===== src/design/icsp_pkg.sv =====
// Shared types and constants of the programming-sequence planner.
// No dependencies; icsp_front, icsp_queue, icsp_back and the top level import this package.
`default_nettype none

package icsp_pkg;

  typedef enum logic [2:0] {
    OP_FLAT_READ   = 3'd0,
    OP_CFG_READ    = 3'd1,
    OP_ERASE_SETUP = 3'd2,
    OP_POWER_OFF   = 3'd3,
    OP_FORMAT      = 3'd4
  } opcode_t;

  typedef enum logic [2:0] {
    ACT_RESTART   = 3'd0,
    ACT_LOAD_CFG  = 3'd1,
    ACT_RUN       = 3'd2,
    ACT_READ_PROG = 3'd3,
    ACT_READ_DATA = 3'd4,
    ACT_POWER_OFF = 3'd5,
    ACT_WORD      = 3'd6
  } action_t;

  typedef enum logic [1:0] {
    MODE_OFF  = 2'd0,
    MODE_PROG = 2'd1,
    MODE_CONF = 2'd2
  } mode_t;

  typedef enum logic [1:0] {
    CFG_CONFIG_START = 2'd0,
    CFG_CONFIG_END   = 2'd1,
    CFG_DATA_START   = 2'd2,
    CFG_DATA_END     = 2'd3
  } cfg_index_t;

  localparam logic [15:0] CONFIG_START_RESET = 16'h2000;
  localparam logic [15:0] CONFIG_END_RESET   = 16'h2007;
  localparam logic [15:0] DATA_START_RESET   = 16'h2100;
  localparam logic [15:0] DATA_END_RESET     = 16'h217F;
  localparam logic [13:0] ERASE_WORD         = 14'h3FFF;
  localparam logic [13:0] DATA_WORD_MASK     = 14'h00FF;

  localparam int QUEUE_DEPTH = 2;
  localparam int QUEUE_PTR_W = (QUEUE_DEPTH > 1) ? $clog2(QUEUE_DEPTH) : 1;
  localparam int QUEUE_CNT_W = $clog2(QUEUE_DEPTH + 1);

  // Planned operations of one request, emitted in field order.
  typedef struct packed {
    logic        restart;
    logic        load_cfg;
    logic        erase;
    logic        run;
    logic [15:0] run_count;
    logic        fin;
    action_t     fin_action;
    logic [13:0] fin_payload;
  } plan_t;

endpackage

`default_nettype wire


===== src/design/icsp_req_if.sv =====
// Request channel: opcode, address and raw response with valid/ready.
// No dependencies.
`default_nettype none

interface icsp_req_if;
  logic        valid;
  logic        ready;
  logic [2:0]  opcode;
  logic [15:0] address;
  logic [15:0] raw_response;

  modport source (output valid, output opcode, output address, output raw_response,
                  input ready);
  modport sink (input valid, input opcode, input address, input raw_response,
                output ready);
endinterface

`default_nettype wire


===== src/design/icsp_res_if.sv =====
// Result channel: planned action, payload, repeat count and last flag.
// No dependencies.
`default_nettype none

interface icsp_res_if;
  logic        valid;
  logic        ready;
  logic [2:0]  action;
  logic [13:0] payload;
  logic [15:0] repeat_count;
  logic        last;

  modport source (output valid, output action, output payload, output repeat_count,
                  output last, input ready);
  modport sink (input valid, input action, input payload, input repeat_count,
                input last, output ready);
endinterface

`default_nettype wire


===== src/design/icsp_front.sv =====
// Front end: takes requests, decodes regions, tracks target mode and counter,
// and pushes at most one plan per request, none when the plan holds no operation. Depends on icsp_pkg and icsp_req_if.
`default_nettype none

module icsp_front (
  input  wire logic            clk,
  input  wire logic            rst,
  input  wire logic            cfg_we,
  input  wire logic [1:0]      cfg_index,
  input  wire logic [15:0]     cfg_data,
  icsp_req_if.sink             req,
  input  wire logic            q_full,
  output logic                 push,
  output icsp_pkg::plan_t      plan
);
  import icsp_pkg::*;

  logic [15:0] config_start, config_end, data_start, data_end;
  mode_t       mode, mode_next;
  logic [15:0] counter, counter_next;
  logic        last_data, last_data_next;

  logic        accept;
  logic        in_data, in_cfg;
  logic [15:0] data_off, cfg_off;
  logic        is_read, rd_cfg;
  logic [15:0] off, base;
  logic        below;

  assign req.ready = !q_full;
  assign accept    = req.valid && req.ready;

  assign in_data  = (req.address >= data_start) && (req.address <= data_end);
  assign in_cfg   = (req.address >= config_start) && (req.address <= config_end);
  assign data_off = req.address - data_start;
  assign cfg_off  = req.address - config_start;

  always_comb begin
    plan           = '0;
    plan.fin_action = ACT_READ_PROG;
    mode_next      = mode;
    counter_next   = counter;
    last_data_next = last_data;
    is_read        = 1'b0;
    rd_cfg         = 1'b0;
    off            = req.address;
    unique case (opcode_t'(req.opcode))
      OP_FLAT_READ: begin
        is_read  = 1'b1;
        plan.fin = 1'b1;
        if (in_data) begin
          off             = data_off;
          plan.fin_action = ACT_READ_DATA;
          last_data_next  = 1'b1;
        end else if (in_cfg) begin
          rd_cfg         = 1'b1;
          off            = cfg_off;
          last_data_next = 1'b0;
        end else begin
          last_data_next = 1'b0;
        end
      end
      OP_CFG_READ: begin
        is_read        = 1'b1;
        rd_cfg         = 1'b1;
        plan.fin       = 1'b1;
        last_data_next = 1'b0;
      end
      OP_ERASE_SETUP: begin
        plan.restart  = 1'b1;
        plan.load_cfg = 1'b1;
        plan.erase    = 1'b1;
        mode_next     = MODE_CONF;
        counter_next  = '0;
      end
      OP_POWER_OFF: begin
        if (mode != MODE_OFF) begin
          plan.fin        = 1'b1;
          plan.fin_action = ACT_POWER_OFF;
          mode_next       = MODE_OFF;
          counter_next    = '0;
        end
      end
      OP_FORMAT: begin
        plan.fin         = 1'b1;
        plan.fin_action  = ACT_WORD;
        plan.fin_payload = last_data ? (req.raw_response[14:1] & DATA_WORD_MASK)
                                     : req.raw_response[14:1];
      end
      default: begin
      end
    endcase

    below = off < counter;
    if (is_read) begin
      if (rd_cfg) begin
        plan.restart  = (mode == MODE_OFF) || ((mode != MODE_PROG) && below);
        plan.load_cfg = plan.restart || (mode == MODE_PROG);
        mode_next     = MODE_CONF;
      end else begin
        plan.restart = (mode != MODE_PROG) || below;
        mode_next    = MODE_PROG;
      end
      base           = (plan.restart || plan.load_cfg) ? 16'd0 : counter;
      plan.run       = off != base;
      plan.run_count = off - base;
      counter_next   = off;
    end else begin
      base = counter;
    end
  end

  assign push = accept && (plan.restart || plan.load_cfg || plan.run || plan.fin);

  always_ff @(posedge clk) begin
    if (rst) begin
      mode         <= MODE_OFF;
      counter      <= '0;
      last_data    <= 1'b0;
      config_start <= CONFIG_START_RESET;
      config_end   <= CONFIG_END_RESET;
      data_start   <= DATA_START_RESET;
      data_end     <= DATA_END_RESET;
    end else begin
      if (accept) begin
        mode      <= mode_next;
        counter   <= counter_next;
        last_data <= last_data_next;
      end
      if (cfg_we) begin
        unique case (cfg_index_t'(cfg_index))
          CFG_CONFIG_START: config_start <= cfg_data;
          CFG_CONFIG_END:   config_end   <= cfg_data;
          CFG_DATA_START:   data_start   <= cfg_data;
          CFG_DATA_END:     data_end     <= cfg_data;
          default: begin
          end
        endcase
      end
    end
  end

endmodule

`default_nettype wire


===== src/design/icsp_queue.sv =====
// Short plan queue between front and back ends.
// Depends on icsp_pkg.
`default_nettype none

module icsp_queue (
  input  wire logic             clk,
  input  wire logic             rst,
  input  wire logic             push,
  input  wire icsp_pkg::plan_t  push_data,
  output logic                  full,
  input  wire logic             pop,
  output icsp_pkg::plan_t       pop_data,
  output logic                  empty
);
  import icsp_pkg::*;

  plan_t                   entries [QUEUE_DEPTH];
  logic [QUEUE_PTR_W-1:0]  wr_ptr, rd_ptr;
  logic [QUEUE_CNT_W-1:0]  count;
  logic                    do_push, do_pop;

  assign full     = count == QUEUE_CNT_W'(QUEUE_DEPTH);
  assign empty    = count == '0;
  assign do_push  = push && !full;
  assign do_pop   = pop && !empty;
  assign pop_data = entries[rd_ptr];

  always_ff @(posedge clk) begin
    if (do_push) begin
      entries[wr_ptr] <= push_data;
    end
  end

  always_ff @(posedge clk) begin
    if (rst) begin
      wr_ptr <= '0;
      rd_ptr <= '0;
      count  <= '0;
    end else begin
      if (do_push) begin
        wr_ptr <= (wr_ptr == QUEUE_PTR_W'(QUEUE_DEPTH - 1)) ? '0 : wr_ptr + 1'b1;
      end
      if (do_pop) begin
        rd_ptr <= (rd_ptr == QUEUE_PTR_W'(QUEUE_DEPTH - 1)) ? '0 : rd_ptr + 1'b1;
      end
      if (do_push && !do_pop) begin
        count <= count + 1'b1;
      end else if (do_pop && !do_push) begin
        count <= count - 1'b1;
      end
    end
  end

endmodule

`default_nettype wire


===== src/design/icsp_back.sv =====
// Back end: pops plans and emits their operations one per cycle while res.ready is high.
// Depends on icsp_pkg and icsp_res_if.
`default_nettype none

module icsp_back (
  input  wire logic            clk,
  input  wire logic            rst,
  input  wire logic            q_empty,
  input  wire icsp_pkg::plan_t q_data,
  output logic                 pop,
  icsp_res_if.source           res
);
  import icsp_pkg::*;

  plan_t   cur, rest;
  logic    cur_valid;
  action_t act;
  logic    is_last, advance;

  always_comb begin
    rest              = cur;
    res.payload       = '0;
    res.repeat_count  = '0;
    if (cur.restart) begin
      act          = ACT_RESTART;
      rest.restart = 1'b0;
    end else if (cur.load_cfg) begin
      act           = ACT_LOAD_CFG;
      res.payload   = cur.erase ? ERASE_WORD : 14'd0;
      rest.load_cfg = 1'b0;
    end else if (cur.run) begin
      act              = ACT_RUN;
      res.repeat_count = cur.run_count;
      rest.run         = 1'b0;
    end else begin
      act         = cur.fin_action;
      res.payload = cur.fin_payload;
      rest.fin    = 1'b0;
    end
  end

  assign is_last    = !(rest.restart || rest.load_cfg || rest.run || rest.fin);
  assign res.valid  = cur_valid;
  assign res.action = act;
  assign res.last   = is_last;
  assign advance    = !cur_valid || (res.ready && is_last);
  assign pop        = advance && !q_empty;

  always_ff @(posedge clk) begin
    if (rst) begin
      cur_valid <= 1'b0;
    end else if (advance) begin
      cur_valid <= !q_empty;
    end
  end

  always_ff @(posedge clk) begin
    if (advance) begin
      if (!q_empty) begin
        cur <= q_data;
      end
    end else if (res.ready) begin
      cur <= rest;
    end
  end

  a_run_nonzero: assert property (@(posedge clk) disable iff (rst)
    res.valid && (res.action == ACT_RUN) |-> res.repeat_count != 16'd0)
    else $error("increment run with zero count");

  a_payload_zero: assert property (@(posedge clk) disable iff (rst)
    res.valid && (res.action != ACT_LOAD_CFG) && (res.action != ACT_WORD)
    |-> res.payload == 14'd0)
    else $error("payload on an action that carries none");

  a_burst_continues: assert property (@(posedge clk) disable iff (rst)
    res.valid && res.ready && !res.last |=> res.valid)
    else $error("request results broken off before last");

  a_pop_when_free: assert property (@(posedge clk) disable iff (rst)
    pop |-> !cur_valid || (res.ready && res.last))
    else $error("plan popped while results still pending");

endmodule

`default_nettype wire


===== src/design/icsp_address_sequencer_unit.sv =====
// Top level of the in-circuit programming sequence planner.
// Depends on icsp_pkg, icsp_req_if, icsp_res_if, icsp_front, icsp_queue, icsp_back.
//
// A request is taken whenever the two-entry plan queue has room; the front
// end updates target mode, address counter and data-read flag at once, so
// requests may arrive every cycle while the queue is not full. The back end
// emits one result per cycle while the result channel is ready; a request
// yields zero to four results (one for power off and response formatting, up
// to four for a read that needs restart, load config and an increment run).
// The single result port of the back end sets the sustained rate. Configuration
// writes take effect on the next cycle and need no idle time beyond the usual rule.
`default_nettype none

module icsp_address_sequencer_unit (
  input  wire logic        clk,
  input  wire logic        rst,
  input  wire logic        cfg_we,
  input  wire logic [1:0]  cfg_index,
  input  wire logic [15:0] cfg_data,
  icsp_req_if.sink         req,
  icsp_res_if.source       res
);
  import icsp_pkg::*;

  plan_t push_plan, pop_plan;
  logic  push, pop, q_full, q_empty;

  icsp_front u_front (
    .clk       (clk),
    .rst       (rst),
    .cfg_we    (cfg_we),
    .cfg_index (cfg_index),
    .cfg_data  (cfg_data),
    .req       (req),
    .q_full    (q_full),
    .push      (push),
    .plan      (push_plan)
  );

  icsp_queue u_queue (
    .clk       (clk),
    .rst       (rst),
    .push      (push),
    .push_data (push_plan),
    .full      (q_full),
    .pop       (pop),
    .pop_data  (pop_plan),
    .empty     (q_empty)
  );

  icsp_back u_back (
    .clk     (clk),
    .rst     (rst),
    .q_empty (q_empty),
    .q_data  (pop_plan),
    .pop     (pop),
    .res     (res)
  );

endmodule

`default_nettype wire


===== src/flat_wrapper.sv =====
// flat-port wrapper written by rule: the top's interface ports become plain ports
module icsp_address_sequencer_unit_flat import icsp_pkg::*;
  (clk, rst, cfg_we, cfg_index, cfg_data, req_valid, req_opcode, req_address, req_raw_response, req_ready, res_valid, res_action, res_payload, res_repeat_count, res_last, res_ready);
  icsp_req_if req_i ();
  icsp_res_if res_i ();
  input  wire logic clk;
  input  wire logic rst;
  input  wire logic cfg_we;
  input  wire logic [1:0] cfg_index;
  input  wire logic [15:0] cfg_data;
  input wire logic [$bits(req_i.valid)-1:0] req_valid;
  input wire logic [$bits(req_i.opcode)-1:0] req_opcode;
  input wire logic [$bits(req_i.address)-1:0] req_address;
  input wire logic [$bits(req_i.raw_response)-1:0] req_raw_response;
  output wire logic [$bits(req_i.ready)-1:0] req_ready;
  output wire logic [$bits(res_i.valid)-1:0] res_valid;
  output wire logic [$bits(res_i.action)-1:0] res_action;
  output wire logic [$bits(res_i.payload)-1:0] res_payload;
  output wire logic [$bits(res_i.repeat_count)-1:0] res_repeat_count;
  output wire logic [$bits(res_i.last)-1:0] res_last;
  input wire logic [$bits(res_i.ready)-1:0] res_ready;
  assign req_i.valid = req_valid;
  assign req_i.opcode = req_opcode;
  assign req_i.address = req_address;
  assign req_i.raw_response = req_raw_response;
  assign req_ready = req_i.ready;
  assign res_valid = res_i.valid;
  assign res_action = res_i.action;
  assign res_payload = res_i.payload;
  assign res_repeat_count = res_i.repeat_count;
  assign res_last = res_i.last;
  assign res_i.ready = res_ready;
  icsp_address_sequencer_unit u_core (.clk(clk), .rst(rst), .cfg_we(cfg_we), .cfg_index(cfg_index), .cfg_data(cfg_data), .req(req_i), .res(res_i));
endmodule

===== config.mk =====
export PLATFORM = sky130hd
export DESIGN_NAME = icsp_address_sequencer_unit_flat
export DESIGN_NICKNAME = d
export VERILOG_FILES = /design/src/design/icsp_pkg.sv /design/src/design/icsp_req_if.sv /design/src/design/icsp_res_if.sv /design/src/design/icsp_front.sv /design/src/design/icsp_queue.sv /design/src/design/icsp_back.sv /design/src/design/icsp_address_sequencer_unit.sv /design/src/flat_wrapper.sv
export SDC_FILE = /design/constraint.sdc
export NUM_CORES = 1
export LEC_CHECK = 0
export BUFFER_PORTS_ARGS = -buffer_cell sky130_fd_sc_hd__buf_4
export CAP_MARGIN = 5
export CORE_MARGIN = 2
export CORE_UTILIZATION = 63
export CTS_BUF_LIST = sky130_fd_sc_hd__clkbuf_4
export DETAILED_ROUTE_END_ITERATION = 8
export GPL_TIMING_DRIVEN = 0
export HOLD_SLACK_MARGIN = 0.03
export PLACE_DENSITY = 0.8
export SLEW_MARGIN = 10
export SYNTH_ARGS = -nofsm -noshare
export SYNTH_HDL_FRONTEND = slang
export SYNTH_SLANG_ARGS = --single-unit

===== constraint.sdc =====
create_clock -name clk -period 9.11 [get_ports clk]
set_input_delay 0 -clock clk [delete_from_list [all_inputs] [get_ports clk]]
set_output_delay 0 -clock clk [all_outputs]
set_load 0.1 [all_outputs]

# After elaboration in Yosys (flattened, before gate mapping)
# Memory sizes are Yosys's and may differ from the RTL's. A register that Yosys moved wholly into a read port is not among the register bits.
# Index checks and enable logic that the tools add are counted.
[totals]
reg_bits = 126
ram_bits = 76
in_bits = 58
output_inout_bits = 36
elab_cells = 149
mem_count = 1
[mem_list]
columns = ["memory", "depth", "word_bits", "rd", "rd_ports_with_merged_regs", "write_ports", "line", "rtl"]
rows = [
  ["u_core.u_queue.entries", 2, 38, 1, 1, 1, "icsp_queue.sv:17", "plan_t entries [QUEUE_DEPTH];"],
]
[op_classes]
addsub = 7
n_lt_le_gt_ge = 5
eq_ne = 13
n_mux = 57
bitwise_logic = 1
reduce_logical = 46
[ops]
columns = ["operator", "n"]
rows = [
  ["$mux W16", 9],
  ["$mux W38", 3],
  ["$mux W14", 6],
  ["$sub A16 B16 Y16", 3],
  ["$ge A16 B16 Y1", 2],
  ["$le A16 B16 Y1", 2],
  ["$pmux W16 S2", 1],
  ["$mux W1", 20],
  ["$mux W17", 1],
  ["$lt A16 B16 Y1", 1],
  ["$ne A16 B16 Y1", 1],
  ["$mux W3", 5],
  ["$reduce_and A2 Y1", 7],
  ["$mux W2", 6],
  ["$logic_and A1 B1 Y1", 11],
  ["$logic_or A1 B1 Y1", 10],
  ["$pmux W3 S3", 1],
  ["$reduce_bool A2 Y1", 4],
  ["$eq A2 B2 Y1 const B", 3],
  ["$eq A3 B2 Y1 const B", 2],
  ["$logic_not A1 Y1", 6],
  ["$logic_not A2 Y1", 3],
  ["$pmux W1 S2", 3],
  ["$eq A2 B1 Y1 const B", 2],
  ["16 further kinds", 17],
]

# Longest topological paths before layout
# Gate-level depths: netlist (run 1).
[depth]
word_depth = 23
depth_mapped = 36
mapped_depth_nobuf = 35

# Cells and area by module
# From an unflattened synthesis (run 1), not the netlist that was laid out.
[unflattened]
cells_unflattened = 1261
area_unflattened_um2 = 11806.3
[by_module_without_submodules]
columns = ["mod", "instances", "cells_per_inst", "area_per_inst_um2", "seq_area_each_um2"]
rows = [
  ["icsp_front", 1, 959, 6994.2, 1661.6],
  ["icsp_queue", 1, 143, 2955.3, 2382.3],
  ["icsp_back", 1, 159, 1856.8, 1161.1],
]

# Worst setup path before layout (run 1)
# Ideal clock, no wire load.
[synth_timing]
path_type = "flip-flop to flip-flop"
start = "register u_core.u_front.data_start[7]"
end = "memory u_core.u_queue.entries[0][32] (netlist bit) (data pin)"
setup_time_ps = 270
arrival_ps = 6185
required_ps = 8840
slack_ps = 2655
stages_incl_launch_ff = 36
n_path_buf = 4
synth_period_minus_slack_ps = 6455
cell_sequence = "dfxtp_1 -> inv_1 -> ha_1 -> buf_2 -> a221o_1 -> a31o_1 -> o31ai_4 -> a22oi_2 -> o21ai_1 -> buf_2 -> nand2_1 -> buf_2 -> o22ai_1 -> a21oi_1 -> ha_1 -> nand4_1 -> or2_2 -> nor3_1 -> o2111ai_1 -> nor2_1 -> a211oi_2 -> o31ai_4 -> and2_0 -> buf_2 -> nand2_1 -> ha_1 -> nor2b_1 -> o21ai_0 -> a21boi_0 -> o21ai_0 -> nand2b_1 -> a21oi_1 -> o211ai_1 -> a41oi_1 -> xor2_1 -> nor2_1"
[synth_lines]
columns = ["item", "line", "rtl"]
rows = [
  ["from (decl)", "icsp_front.sv:18", "logic [15:0] config_start, config_end, data_start, data_end;"],
  ["from (signal assigned)", "icsp_front.sv:134", "CFG_DATA_START: data_start <= cfg_data;"],
  ["to (decl)", "icsp_queue.sv:17", ""],
]

==> summary by stage, run 1 <==
Synthesis
The number of flip-flops and latches in the synthesized netlist is 203. Summing the areas of all compound-gate instances in the mapped netlist gives 17.8% of the synthesized area. The count of distinct cell types in the synthesized netlist is 77. The post-synthesis simple-gate area fraction is 16.6%. Multiplexer cells account for 3.57% of the synthesized area. Summing the areas of all fa, ha and maj instances in the mapped netlist gives 10.6% of the synthesized area. The most used flip-flop cell after synthesis is edfxtp_1. By area the synthesized netlist is led by edfxtp_1 29%, dfxtp_1 15%, ha_1 10%.

Summing every instance area after synthesis gives 11,800 um2. The total nets after synthesis is 1,433. edfxtp_1 takes more of the synthesized area than any other cell. The share of flip-flops with an asynchronous set or reset is 0%. The area share of the largest cell type after synthesis is 28.9%. Summing the areas of all xor and xnor instances in the mapped netlist gives 2.29% of the synthesized area. The sequential element share of the synthesized area is 44.0%. The cell count after synthesis came out at 1,277. The average size of a mapped cell is 9.27 um2. After synthesis, the largest family of logic cells by area is compound AO/OA/AOI/OAI gates.

The total number of yosys warnings is 0. The synthesized design contains 114 enable-type register cells.

CTS
CTS saw 203 sinks. The clock passes through at most 3 buffers. The H-tree was split into 2 levels. The number of buffers created by CTS is 52. The root buffer cell chosen for the clock tree is clkbuf_4. The number of buffers inserted by hold repair at cts is 59. Clock-pin slew was measured on the worst setup and hold paths at 0.08 ns. Gates resized during post-CTS repair numbered 0.

The clock reaches the later pin of the worst-skew pair after 0.68 ns. The post-CTS repair timing setup buffer count is 0. The CTS tree is built.

Critical path
The data arrival at the endpoint of the critical path is 8.38 ns. The worst setup path is launched from a register. The largest single stage delay on the critical path is 0.60 ns. The setup path with the least slack is of type reg -> reg.

The highest net fanout along the worst path is 10. The category of the worst setup path capture point is a register. The data required time of the worst path is 9.52 ns. The standard cell with the maximum stage delay on the critical path is nor4_1.

STA
Setup slack closes at 1.14 ns. Of the available clock period, the critical path in the final layout requires 87.5%. The post-route setup TNS is 0 ns. Setup violations remaining at the end of the flow were counted as 0. The total count of max-transition violations in the final report came to 0. For the pin with the worst max-slew slack, the measured transition is 0.777 ns. The hold violation total from the final report is 0.

The final period demand of the worst path is 7.97 ns. Derived from the worst setup path, the maximum achievable clock frequency is 125 MHz. The worst slew slack as a fraction of its limit is 48.2%. Setup repair after global routing left no endpoint under its margin. The final clock skew is 0.0424 ns.

Route
The average wire per standard cell is 17.2 um. The post-detailed-routing wire length is 30,200 um. Using the TritonRoute via totals, the vias-per-cell ratio works out to 5.77. The first-pass iteration count of the detailed router is 5. The remaining number of nets flagged by the antenna check after routing is 0. After detailed routing, the number of remaining DRC violations is 0. The first routing iteration left 604 violations. The via count of the routed design is 10,100.

Finish
The number of nets in the finished design is 1,637. The final core area utilization is 76.2%. The top cell types in the final layout, fill and taps aside, are 149 x nand2_1, 128 x nor2_1, 114 x a21oi_1, 114 x edfxtp_1, 104 x inv_1.

The library cell used most frequently in the layout, excluding fill and tap cells, is nand2_1. The finished layout holds 1,758 standard cells, fillers aside. The share of layout cells above drive strength 1 is 13.3%. The number of filler cells placed in the layout is 1,320. From synthesis to final layout, the design area changed by 19.6%.

Floorplan
The number of top-level design ports is 94. The die is 141 um wide. The total number of placement rows is 50. The area enclosed by the die boundary is 19,900 um2. The region available for standard cell placement spans 18,600 um2. The initial standard-cell utilization of the core is 63.7%.

The die is 141 um tall.

Placed design
The count of buffers inserted at the top-level ports is 88. Routability-driven placement finished with a final weighted congestion of 0.965. The number of placed instances, taps included, is 1,602.

OpenSTA, run right after detailed placement, puts the worst setup slack at 1.23 ns. After legalization and detailed placement, the total HPWL measured 21,900 um.

GRT
The total grt overflow is 0. The total track usage is 30.4%. Entering global routing, the biggest net connects 31 pins. The initial antenna violation count is 2. The via count of the first global-routing pass is 10,100. The wire length of the first global-routing pass is 48,300 um.

Flow run
Max-cap violations in this run came to 0.

Power and ir drop
The worst IR drop on VDD is 0.000170 V. The static power due to leakage is 5.59 nW. The overall power is 0.00344 W. The power density relative to cell area is 243 nW/um2.

Outcome
The run finished with clean final reports.

Min path
The worst min-delay path category is in -> reg.
## area by class of cell
cell class	instances	area, um2	share of cell area (%)
Multi-Input combinational cell	915	6050	42.7
Sequential cell	203	5200	36.8
Timing Repair Buffer	150	1320	9.31
Clock buffer	76	571	4.03
Inverter	104	390	2.76
Tap cell	234	293	2.07
Buffer	55	214	1.51
Clock inverter	20	113	0.795
Antenna cell	1	2.50	0.0177
## worst paths after layout
| path | from | to | slack [ns] | cells after the start |
|---|---|---|---|---|
| setup / recovery | u_core.u_front.config_start[0] | u_core.u_queue.entries[0][32] | 1.14 | 35 |
| hold / removal | cfg_data[13] | u_core.u_front.data_start[13] | 0.11 | 4 |
| setup reg to reg | u_core.u_front.config_start[0] | u_core.u_queue.entries[0][32] | 1.14 | 35 |
| hold reg to reg | u_core.u_front.config_start[14] | u_core.u_front.config_start[14] | 0.45 | 2 |
## synthesized netlist by cell type, types with 12 or more instances
master    instances
dfxtp_1          89
clkbuf_1         44
nand2_1         149
a21oi_1         114
xor2_1           13
or3_1            13
nand3_1          12
o21a_1           12
and2_1           27
ha_1             95
a21o_1           20
nor3_1           19
edfxtp_1        114
a22oi_1          13
nand4_1          16
o21ai_0          45
and3_1           13
mux2i_1          40
nor2_1          131
nor2b_1          13
xnor2_1          18
a211o_1          15
inv_1           104
## through the flow
step | cell area (um2) | hold slack [ns]
2_1_floorplan | 11800 | 0.118
3_3_place_gp | 12800 | 0.238
3_5_place_dp | 12900 | 0.242
4_1_cts | 14200 | 0.0841
5_1_grt | 14200 | 0.112
6_report | 14200 | 0.113
## per-layer routing
layer	share of wire (%)	track usage, %
met1	38	32.7
met5	0.043	0
met2	51	56.1
met3	5.5	6.01
met4	4.9	16.2
## critical path: cells and delay by family, from the launching register on
family	cells	cell delay (ns)
simple gates	12	2.49
fa+ha+maj	4	1.16
flops	1	0.33
compound gates	14	2.82
xor+xnor	1	0.17
buf+inv	4	0.78
## state kept, by name, summed over array words and instances, names as in the netlist, named ones only
name / count
u_core.u_front.config_start: 16
u_core.u_queue.count: 2
u_core.u_front.last_data: 1
u_core.u_front.data_end: 16
u_core.u_front.data_start: 16
u_core.u_back.res.valid: 1
u_core.u_queue.wr_ptr: 1
u_core.u_front.config_end: 16
u_core.u_front.mode: 2
u_core.u_queue.rd_ptr: 1
u_core.u_back.cur: 38
u_core.u_front.counter: 16
u_core.u_queue.entries: 76
## cells by family (layout without fill, tap and decap cells)
logic type / after synthesis / in the layout
xor+xnor: 31 / 31
other cells: 0 / 1
compound gates: 315 / 315
fa+ha+maj: 99 / 99
buf+inv: 159 / 405
flops: 203 / 203
mux: 42 / 42
simple gates: 428 / 428
## where the power goes
part	internal, W	total (W)	switching (W)	leakage, nW
logic	0.000401	0.00145	0.00105	3.39
clock network	0.000415	0.000799	0.000384	0.404
registers	0.00114	0.00119	0.0000496	1.80
No activity file was read; power rests on OpenSTA's default activity.
==> run 2: changes to the inputs <==
--- a/config.mk
+++ b/config.mk
@@ -10,6 +10,7 @@
 export CORE_MARGIN = 2
 export CORE_UTILIZATION = 63
 export CTS_BUF_LIST = sky130_fd_sc_hd__clkbuf_4
+export CTS_CLUSTER_SIZE = 24
 export DETAILED_ROUTE_END_ITERATION = 8
 export GPL_TIMING_DRIVEN = 0
 export HOLD_SLACK_MARGIN = 0.03
==> constraint.sdc (replaced) <==
create_clock -name clk -period 9 [get_ports clk]
set_input_delay 0 -clock clk [delete_from_list [all_inputs] [get_ports clk]]
set_output_delay 0 -clock clk [all_outputs]
set_load 0.1 [all_outputs]
==> summary by stage, run 2 (synthesis results as in run 1) <==
Outcome
The run finished with clean final reports.

CTS
The number of buffers created by CTS is 53 (+1.9%). The TritonCTS sink count is 203 (unchanged). The post-cts repair resize count is 0 (unchanged).

The tree is rooted in a clkbuf_4. The number of H-tree levels is 2 (unchanged). TritonCTS built the clock tree. The number of buffers on the longest clock path came to 3 (unchanged). The post-CTS repair timing setup buffer count is 0 (unchanged).

The clock-pin slew on the worst setup and hold paths was 0.06 ns (-0.02 ns). The insertion delay of the later-clocked pin in the worst-skew pair is 0.69 ns (about the same).

Critical path
The standard cell with the maximum stage delay on the critical path is nor4_1. The startpoint kind of the worst setup timing path is a register. The endpoint of the worst-slack reg-to-reg timing path is u_core.u_queue.entries[0][32].

The worst setup path is captured at a register. The worst reg-to-reg setup slack was 0.96 ns (-0.17 ns). The delay of the slowest cell on the worst path is 0.62 ns (+0.02 ns).

The logic depth of the worst register-to-register path is 35 (unchanged). The kind of critical path is reg -> reg. The data arrival at the endpoint of the critical path was 8.45 ns (+0.07 ns). The highest net fanout along the worst path was 10 (unchanged). The source of the worst register-to-register timing path is u_core.u_front.config_start[0]. The data required time of the worst path was 9.42 ns (-0.10 ns).

Route
The average wire per standard cell was 17.2 um (about the same). The via count of the routed design is 10,200 (+0.45%). The number of remaining DRC errors is 0 (unchanged).

The number of violations reported at the end of detailed-routing iteration 0 is 605 (+0.17%). The mean number of vias per cell was 5.81 (+0.68%). The remaining number of nets flagged by the antenna check after routing is 0 (unchanged). The first-pass iteration count of the detailed router came to 5 (unchanged). The post-detailed-routing wire length is 30,100 um (-0.22%).

STA
Setup repair after global routing left no endpoint under its margin. The final setup violation count was 0 (unchanged). The final period utilization is 89.3% (+1.8 points). The worst slew slack as a fraction of its limit is 47.4% (-0.79 points). The hold violation total from the final report is 0 (unchanged).

The transition time at the pin with the least slew margin is 0.788 ns (+0.0119 ns). The final period demand of the worst path was 8.04 ns (+0.0633 ns). The post-route setup TNS is 0 ns (unchanged). The highest clock rate is 124 MHz (-0.79%). The total count of max-transition violations in the final report is 0 (unchanged). The final clock skew was 0.0377 ns (-0.00468 ns). The minimum setup slack in the final design is 0.964 ns (-0.173 ns).

Floorplan
The die span in x is 141 um (unchanged). The initial standard-cell utilization of the core is 63.7% (unchanged). The area inside the core boundary is 18,600 um2 (unchanged). The total number of placement rows was 50 (unchanged). The number of top-level design ports is 94 (unchanged). The die extent in y is 141 um (unchanged).

The area enclosed by the die boundary was 19,900 um2 (unchanged).

Power and ir drop
The fraction of power spent switching nets is 43.3% (+0.18 points). The reported net switching power is 0.00150 W (+0.96%). The overall power is 0.00346 W (+0.54%). The share of total power in the clock network is 22.7% (-0.5 points). The static power due to leakage came to 5.58 nW (-0.34%). The sequential group share of total power is 34.9% (+0.3 points). The power density relative to cell area is 245 nW/um2 (+0.76%). The worst IR drop on VDD is 0.000172 V (+1.2%). The internal power was 0.00196 W (+0.23%). The relative contribution of combinational cells to total power came to 42.5% (+0.3 points).

Min path
The min-delay analysis places its worst path in the category in -> reg. In this run the most critical hold path is launched from cfg_data[8]. The path with the worst hold slack has its endpoint at u_core.u_front.data_end[8]. The hold-critical path depth is 3 (-1).

Placed design
The total half-perimeter wirelength after legalization and detailed placement is 21,900 um (unchanged). The count of buffers inserted at the top-level ports is 88 (unchanged). The worst setup timing slack at the placement stage is 1.12 ns (-0.110 ns). The placer congestion estimate is 0.965 (unchanged).

Finish
The flip-flop count of the largest register, all copies and words added is 76 (unchanged). The largest registers in the layout are u_core.u_queue.entries x76, u_core.u_back.cur x38. The share of layout cells above drive strength 1 is 13.1% (-0.23 points). The library cells used most frequently in the layout, excluding fill and tap cells, are 149 x nand2_1, 128 x nor2_1, 114 x a21oi_1, 114 x edfxtp_1, 104 x inv_1. The area growth from synthesis to layout is 19.3%.

The most flop-heavy register is u_core.u_queue.entries. The most common cell after layout, fill and taps aside is nand2_1. The final core area utilization is 76.0% (-0.16 points). The number of nets in the finished design is 1,638 (+0.061%).

GRT
The total grt overflow was 0 (unchanged). The total track usage is 30.3% (-0.11 points). The via count of the first global-routing pass came to 10,200 (+0.030%).

The wire length of the first global-routing pass is 48,100 um (-0.39%). The initial antenna violation count is 2 (unchanged). The largest net degree at the start of global routing is 31 (unchanged).

Flow run
The count of max-cap constraint violations came to 0 (unchanged).
==> run 2: cell types whose count changed in the layout (fill, tap and decap cells not counted), sizes merged <==
cell and change:
clkbuf -4, clkinv +1, inv -1
==> run 2: repair_timing <==
| action | in CTS | in global routing |
|---|---|---|
| hold buffers | 59 | 0 |
| hold endpoints to repair | 126 | 0 |
| endpoints found under the setup margin | 0 | 0 |
==> run 2: final cells by class <==
type / instances / area, um2
diodes: 1 / 2.50
plain buffers: 55 / 214
clock buffers: 72 / 541
clock inverters: 20 / 113
fillers: 1323 / 4450
inverters: 104 / 390
multi-input cells: 915 / 6050
flip-flops and latches: 203 / 5200
well taps: 234 / 293
repair buffers: 150 / 1320
==> run 2: worst max-delay path, delay by kind of cell, from the launching register on <==
family	cells	cell delay, ns
compound gates	14	2.84
simple gates	12	2.51
fa+ha+maj	4	1.16
buf+inv	4	0.79
flops	1	0.33
xor+xnor	1	0.17
==> run 2: how the worst max path moves through the flow <==
| stage | startpoint | to | slack (ns) | cells past startpoint |
|---|---|---|---|---|
| CTS | u_core.u_front.config_start[0] | u_core.u_queue.entries[0][32] | 1.15 | 35 |
| floorplan | u_core.u_front.data_start[7] | u_core.u_queue.entries[0][32] | 2.54 | 35 |
| global route | u_core.u_front.config_start[0] | u_core.u_queue.entries[0][29] | 0.62 | 34 |
| detailed placement | req_address[0] | u_core.u_queue.entries[1][32] | 1.12 | 37 |
| global placement | req_address[0] | u_core.u_queue.entries[0][32] | 1.24 | 37 |
| finish | u_core.u_front.config_start[0] | u_core.u_queue.entries[0][32] | 0.96 | 35 |
==> run 2: power groups by stage <==
| stage | sequential (W) | clock [W] | combinational (W) |
|---|---|---|---|
| after global placement | 0.00122 | 0 | 0.00138 |
| final | 0.00121 | 0.000785 | 0.00147 |
| after global routing | 0.00122 | 0.000843 | 0.00156 |
| after CTS | 0.00121 | 0.000793 | 0.00146 |
| after floorplan | 0.00123 | 0 | 0.00109 |
| after detailed placement | 0.00123 | 0 | 0.00144 |
==> run 2: metrics by stage <==
stage          instance area, um2  instances  hold WS (ns)
6_report                    14100       1754         0.109
5_1_grt                     14100       1754         0.112
2_1_floorplan               11800       1277         0.118
4_1_cts                     14100       1753        0.0837
3_5_place_dp                12900       1602         0.242
3_3_place_gp                12800       1599         0.238
==> run 2: metal layers <==
layer	GRT usage, %	part of all wire, %	vias up
li1	-	-	5013
met1	32.5	38	4709
met2	55.7	51	348
met3	5.84	5.3	123
met4	16.9	5.4	2
met5	0	0.043	-
